--- config.mk ---
export PLATFORM = sky130hd
export DESIGN_NAME = rh_hash
export DESIGN_NICKNAME = d
export VERILOG_FILES = /design/src/sv/rh_pkg.sv /design/src/sv/rh_hash.sv
export SDC_FILE = /design/constraint.sdc
export NUM_CORES = 1
export LEC_CHECK = 0
export ABC_CLOCK_PERIOD_IN_PS = 7900
export BUFFER_PORTS_ARGS = -buffer_cell sky130_fd_sc_hd__buf_2
export CAP_MARGIN = 25
export CORE_UTILIZATION = 35
export CTS_CLUSTER_SIZE = 25
export DETAILED_ROUTE_END_ITERATION = 8
export MAX_ROUTING_LAYER = met4
export PLACE_DENSITY = 0.61
export REMOVE_ABC_BUFFERS = 1
export SLEW_MARGIN = 40
export SYNTH_ARGS = -nofsm -noshare
export SYNTH_HDL_FRONTEND = slang
export SYNTH_SLANG_ARGS = --single-unit
--- constraint.sdc ---
create_clock -name aclk -period 7.9 [get_ports aclk]
set_input_delay 0 -clock aclk [delete_from_list [all_inputs] [get_ports aclk]]
set_output_delay 0 -clock aclk [all_outputs]
set_load 0.005 [all_outputs]
--- src/sv/rh_pkg.sv ---
// Package of the robin-hood hash table: request and status codes, hash constants
// and default sizes. No dependencies.
`default_nettype none
package rh_pkg;
    localparam int CAPACITY_DEF   = 256;
    localparam int VALUE_BITS_DEF = 32;

    localparam int KEY_W    = 32;
    localparam int REQ_W    = 3;
    localparam int STATUS_W = 2;
    localparam int FVAL_W   = 32;
    localparam int SLOT_W   = 8;
    localparam int LIMIT_W  = 9;
    localparam int LONG_W   = 9;

    localparam int S_TDATA_W = 72;
    localparam int M_TDATA_W = 48;

    localparam logic [LIMIT_W-1:0] FILL_LIMIT_RESET = 9'd192;
    localparam logic [LONG_W-1:0]  PROBE_MAX        = 9'd511;
    localparam logic [KEY_W-1:0]   HASH_XOR         = 32'd61;
    localparam logic [KEY_W-1:0]   HASH_MUL         = 32'h27d4eb2d;

    typedef enum logic [REQ_W-1:0] {
        REQ_INSERT = 3'd0,
        REQ_UNIQUE = 3'd1,
        REQ_LOOKUP = 3'd2,
        REQ_ERASE  = 3'd3,
        REQ_CLEAR  = 3'd4
    } req_t;

    typedef enum logic [STATUS_W-1:0] {
        ST_DONE     = 2'd0,
        ST_FOUND    = 2'd1,
        ST_NOTFOUND = 2'd2,
        ST_FULL     = 2'd3
    } status_t;
endpackage
`default_nettype wire

--- src/sv/rh_hash.sv ---
// Two-stage key mixer giving the home bucket of a key.
// Depends on rh_pkg for the mixing constants.
`default_nettype none
module rh_hash #(
    parameter int SW = 8
) (
    input  wire logic                 aclk,
    input  wire logic [rh_pkg::KEY_W-1:0] key_i,
    output logic      [SW-1:0]        home_o
);
    import rh_pkg::*;

    logic [KEY_W-1:0] pre_a;
    logic [KEY_W-1:0] pre_b;
    logic [KEY_W-1:0] pre_c;
    logic [KEY_W-1:0] mix_reg;
    logic [KEY_W-1:0] prod_reg;
    logic [KEY_W-1:0] final_w;

    assign pre_a = (key_i ^ HASH_XOR) ^ (key_i >> 16);
    assign pre_b = pre_a + (pre_a << 3);
    assign pre_c = pre_b ^ (pre_b >> 4);

    always_ff @(posedge aclk) begin
        mix_reg  <= pre_c;
        prod_reg <= mix_reg * HASH_MUL;
    end

    assign final_w = prod_reg ^ (prod_reg >> 15);
    assign home_o  = final_w[SW-1:0];
endmodule
`default_nettype wire

Yosys cells after proc, flatten, opt, wreduce, memory -nomap -nowiden. Cells that the tools add are included. W data, S select, Z words.

Register bits: 55. Output and inout bits: 8. Word-level logic and storage cells: 8.

Add/subtract/negate cells: 1. Multipliers: 1. Bitwise logic cells: 4.

Operators with widths (number): $add A32 B32 Y32 (1); $mul A32 B30 Y23 const B (1); $xor A32 B16 Y32 (1); $xor A32 B28 Y32 (1); $xor A8 B8 Y8 (1); $not A5 Y5 (1).

Depth between registers and ports, before layout.
Depth in word-level cells: 4. Gate-level depth with buffers: 21.

Least setup slack after synthesis. OpenSTA, ideal clock, no wires.

Path kind: register to register. From: reg mix_reg[8]. To: reg prod_reg[22]. Arrival time: 5.016 ns. Required time: 7.779 ns. Path slack: 2.763 ns. Cell stages (with the launch flop): 20. Path buffers: 0. Period minus slack after synthesis: 5.137 ns. Path through: dfxtp_1 ha_1 inv_1 fa_1 inv_1 fa_1 inv_1 fa_1 inv_1 fa_1 fa_1 inv_1 fa_1 inv_1 ha_1 nand3_1 a21bo_2 a41oi_1 o22ai_1 xnor2_1.

Cells in the longest elaborated chain, start to end: 1.

Ends and longest elaborated chain: start, declared (RTL line rh_hash.sv:16) `logic [KEY_W-1:0] mix_reg;`; start signal, assigned (RTL line rh_hash.sv:25) `mix_reg <= pre_c;`; $mul A32 B30 Y23 (RTL line rh_hash.sv:26) `prod_reg <= mix_reg * HASH_MUL;`; end signal, assigned (RTL line rh_hash.sv:26); end, declared (RTL line rh_hash.sv:17) `logic [KEY_W-1:0] prod_reg;`.

No other way between the ends.

Worst setup path after layout.
From: reg mix_reg[3]. To: reg prod_reg[22].

The elaborated chain is that of the path after synthesis.

==> summary.md <==
| Metric | Value |
|---|---|
| Reg-to-reg startpoint | mix_reg[3]$_DFF_P_ |
| Uppermost layer routed | met4 |
| Simple-gate area share of the yosys netlist | ~4.8% |
| Worst-path clk slew | around 60 ps |
| Global Route Usage Sum | between 10% and 20% |
| Final TNS setup | 0 ps |
| Critical Path Slowest Stage Cell | dfxtp_1 |
| Met3 WL post-DR | 650 um |
| Post-Synthesis Cells | between 700 and 800 |
| PortBufs | 40 |
| DR iter-0 viols | roughly 140 |
| Top Ports | 41 |
| Post-synthesis compound-gate area fraction | between 10% and 20% |
| Post-synthesis adder-cell area fraction | 49.9% |
| Largest family of logic cells by synthesized area | adder cells |
| # hold bufs at CTS | 0 |
| Reg2Reg Depth | 19 |
| Horiz. Die Dim | between 100 and 150 um |
| Fmax | between 150 and 200 MHz |
| Worst hold path depth | 3 |
| Core Area | slightly above 20000 sq um |
| CTS H-tree depth | 2 |
| Worst Tran Pin Value | approximately 770 ps |
| Number of global-route vias before repair | 5122 |
| Share of cells above drive strength 1 | around 8.3% |
| Min-Delay Path Class | in -> reg |
| Worst-Skew Late Latency | around 290 ps |
| Pre-antenna DRT Iters | 4 |
| Total number of vias | around 4900 |
| Avg Synthesized Cell Area | approximately 9.5 sq um |
| First-pass GRT wire length | around 26000 um |
| Clk buf depth | 2 |
| DIE AREA | approximately 21000 sq um |
| Crit path cell chain | ha_1 > fa_1 > ha_1 > fa_1 > inv_1 > fa_1 > inv_1 > fa_1 > inv_1 > fa_1 > inv_1 > ha_1 > o21a_1 > o21a_1 > nand3_1 > a21bo_2 > a41oi_1 > o22ai_1 > xnor2_1 |
| Status | completed |
| Metal-1 WL | just over 7000 um |
| DR WL met2 | 7760 um |
| Synth Cell Area | 7220 sq um |
| Max Cap Violations | 0 |
| Nets@finish | between 1000 and 1500 |
| CP peak stage delay | ~600 ps |
| Worst R2R End | prod_reg[22]$_DFF_P_ |
| Flops & latches, synth | 39 |
| Inserted Clock Buffers | 5 |
| Distinct cell type count after synthesis | 57 |
| Sequential cell area fraction in the yosys report | 10.8% |
| # DRC | 0 |
| Worst setup EP type | flop |
| Slew margin rel. | 48.0% |
| Start point of the worst hold path | key_i[0] |
| Post-synth EDFFs | 0 |
| Max reg flops | 23 |
| Hold Vio Cnt, Final | 0 |
| TritonCTS Sinks | 39 |
| Largest net degree at the start of global routing | 13 |
| CP most frequent cell | fa_1 |
| Period minus WS final | about 5600 ps |
| RSZ-0062 raised after global routing | no |
| Number of placement rows | between 50 and 60 |
| Die H | 146 um |
| GPL Wtd Cong | between 0.8 and 0.9 |
| WL/cell | about 15 um |
| Initial antenna violation count | 0 |
| Final wirelength | 15700 um |
| Synth async-reset ratio | 0% |
| Post-CTS Resized | 0 |
| Critical Path AT | about 5800 ps |
| Critical path class | reg -> reg |
| WHS Endpoint | mix_reg[0]$_DFF_P_ |
| Root Buffer | clkbuf_16 |
| Starting Density | a little over a third |
| Detail Route Antenna Nets | 0 |
| Fin crit share | a little under three quarters |
| Ant. Diodes | 0 |
| P&R area growth vs syn | 9.55% |
| Crit path max fanout | 8 |
| YS warnings | 0 |
| HPWL after detailed placement | approximately 14000 um |
| Worst Setup Start Kind | flop |
| Final setup fails | 0 |
| Postcts setup bufs | 0 |
| Max Clock Skew | approximately 10 ps |
| Critical path required time | 8060 ps |
| R2R Setup Slk | 2280 ps |
| Routed vias/inst | approximately 4.6 |
| Xor/xnor cell area share of the yosys netlist | 13.2% |
| Post-synth top flop | dfxtp_1 |
| Slew Limit Fails | 0 |
| Mux cell area share after synthesis | less than 1% |
| Grt total ovfl | 0 |
| TritonCTS clock tree | yes |
metrics by stage:
step,util (%),std cells,instance area [sq um],setup WS (ps),hold WS [ps]
3_5_place_dp,38.2,1062,7720,2290,386
5_1_grt,39.1,1070,7910,2050,111
3_3_place_gp,38.2,1062,7720,2330,403
4_1_cts,39.1,1070,7910,2290,82.4
2_1_floorplan,-,752,7180,2760,219
6_report,39.1,1070,7910,2280,88.7
routing by layer:
layer | global-route usage, % | up-vias
met2 | 27.8 | 119
li1 | - | 2490
met3 | 2.60 | 15
met1 | 19.6 | 2286
met4 | 3.32 | 0
met5 | - | -
how the worst max path moves through the flow:
stage / start / end / slack, ps / cells after the start
finish: mix_reg[3]$_DFF_P_ / prod_reg[22]$_DFF_P_ / 2280 / 19
global route: mix_reg[3]$_DFF_P_ / prod_reg[22]$_DFF_P_ / 2050 / 19
CTS: mix_reg[4]$_DFF_P_ / prod_reg[22]$_DFF_P_ / 2290 / 18
detailed placement: mix_reg[4]$_DFF_P_ / prod_reg[22]$_DFF_P_ / 2290 / 18
global placement: mix_reg[4]$_DFF_P_ / prod_reg[22]$_DFF_P_ / 2330 / 18
floorplan: mix_reg[8]$_DFF_P_ / prod_reg[22]$_DFF_P_ / 2760 / 19
cell type report:
| type | count | area (sq um) |
|---|---|---|
| Sequential cell | 39 | 781 |
| Clock buffer | 6 | 129 |
| Timing Repair Buffer | 40 | 200 |
| Clock inverter | 2 | 60.1 |
| Fill cell | 2020 | 12300 |
| Inverter | 196 | 736 |
| Tap cell | 270 | 338 |
| Multi-Input combinational cell | 517 | 5670 |
synth_stat cells, types with 2 or more instances:
master	number	area share [%]
a211o_1	2	0.24
buf_2	3	0.21
nor2_1	16	0.83
a21bo_2	3	0.42
dfxtp_1	39	11
o21a_1	9	0.94
nand2_1	17	0.88
nand2b_1	5	0.43
and2_1	2	0.17
o21ai_0	15	1.0
xnor2_1	66	8.0
a21oi_1	28	1.9
o211ai_1	2	0.21
o21ai_1	4	0.28
o21bai_1	6	0.62
and3_1	2	0.17
a31oi_1	2	0.17
ha_1	144	25
a21o_1	10	1.0
nor3_1	3	0.21
nor2b_1	2	0.17
xor2_1	41	5.0
a21oi_2	2	0.24
nand3_1	7	0.49
a41oi_1	2	0.24
o22ai_1	2	0.17
fa_1	90	25
o41ai_1	2	0.24
inv_1	196	10
mux2i_1	2	0.28
nand4_1	6	0.52
a211oi_1	3	0.31
critical path, delay by kind of cell (launching register included):
| kind | cells | cell delay [ps] |
|---|---|---|
| AOI/OAI and AO/OA | 5 | 950 |
| xor gates and xnor gates | 1 | 140 |
| DFF | 1 | 600 |
| adders and majority gates | 8 | 3470 |
| and+or+nand+nor | 1 | 120 |
| buffers and inverters | 4 | 190 |
logic make-up after synthesis:
logic type	Yosys count
muxes	3
buffers and inverters	202
AOI/OAI and AO/OA	104
xor gates and xnor gates	108
DFF	39
adders and majority gates	234
and+or+nand+nor	68
cells in the final DEF, fill, tap and decap left out, types with 16 or more instances in the layout:
cell,Yosys,routed
a21oi_1,28,28
buf_2,3,40
xor2_1,41,41
nand2_1,17,17
dfxtp_1,39,39
inv_1,196,196
fa_1,90,90
xnor2_1,66,66
nor2_1,16,16
ha_1,144,144
Power is not shown: default switching activity piles up to over one toggle a cycle in this logic, so the estimate is an artifact.
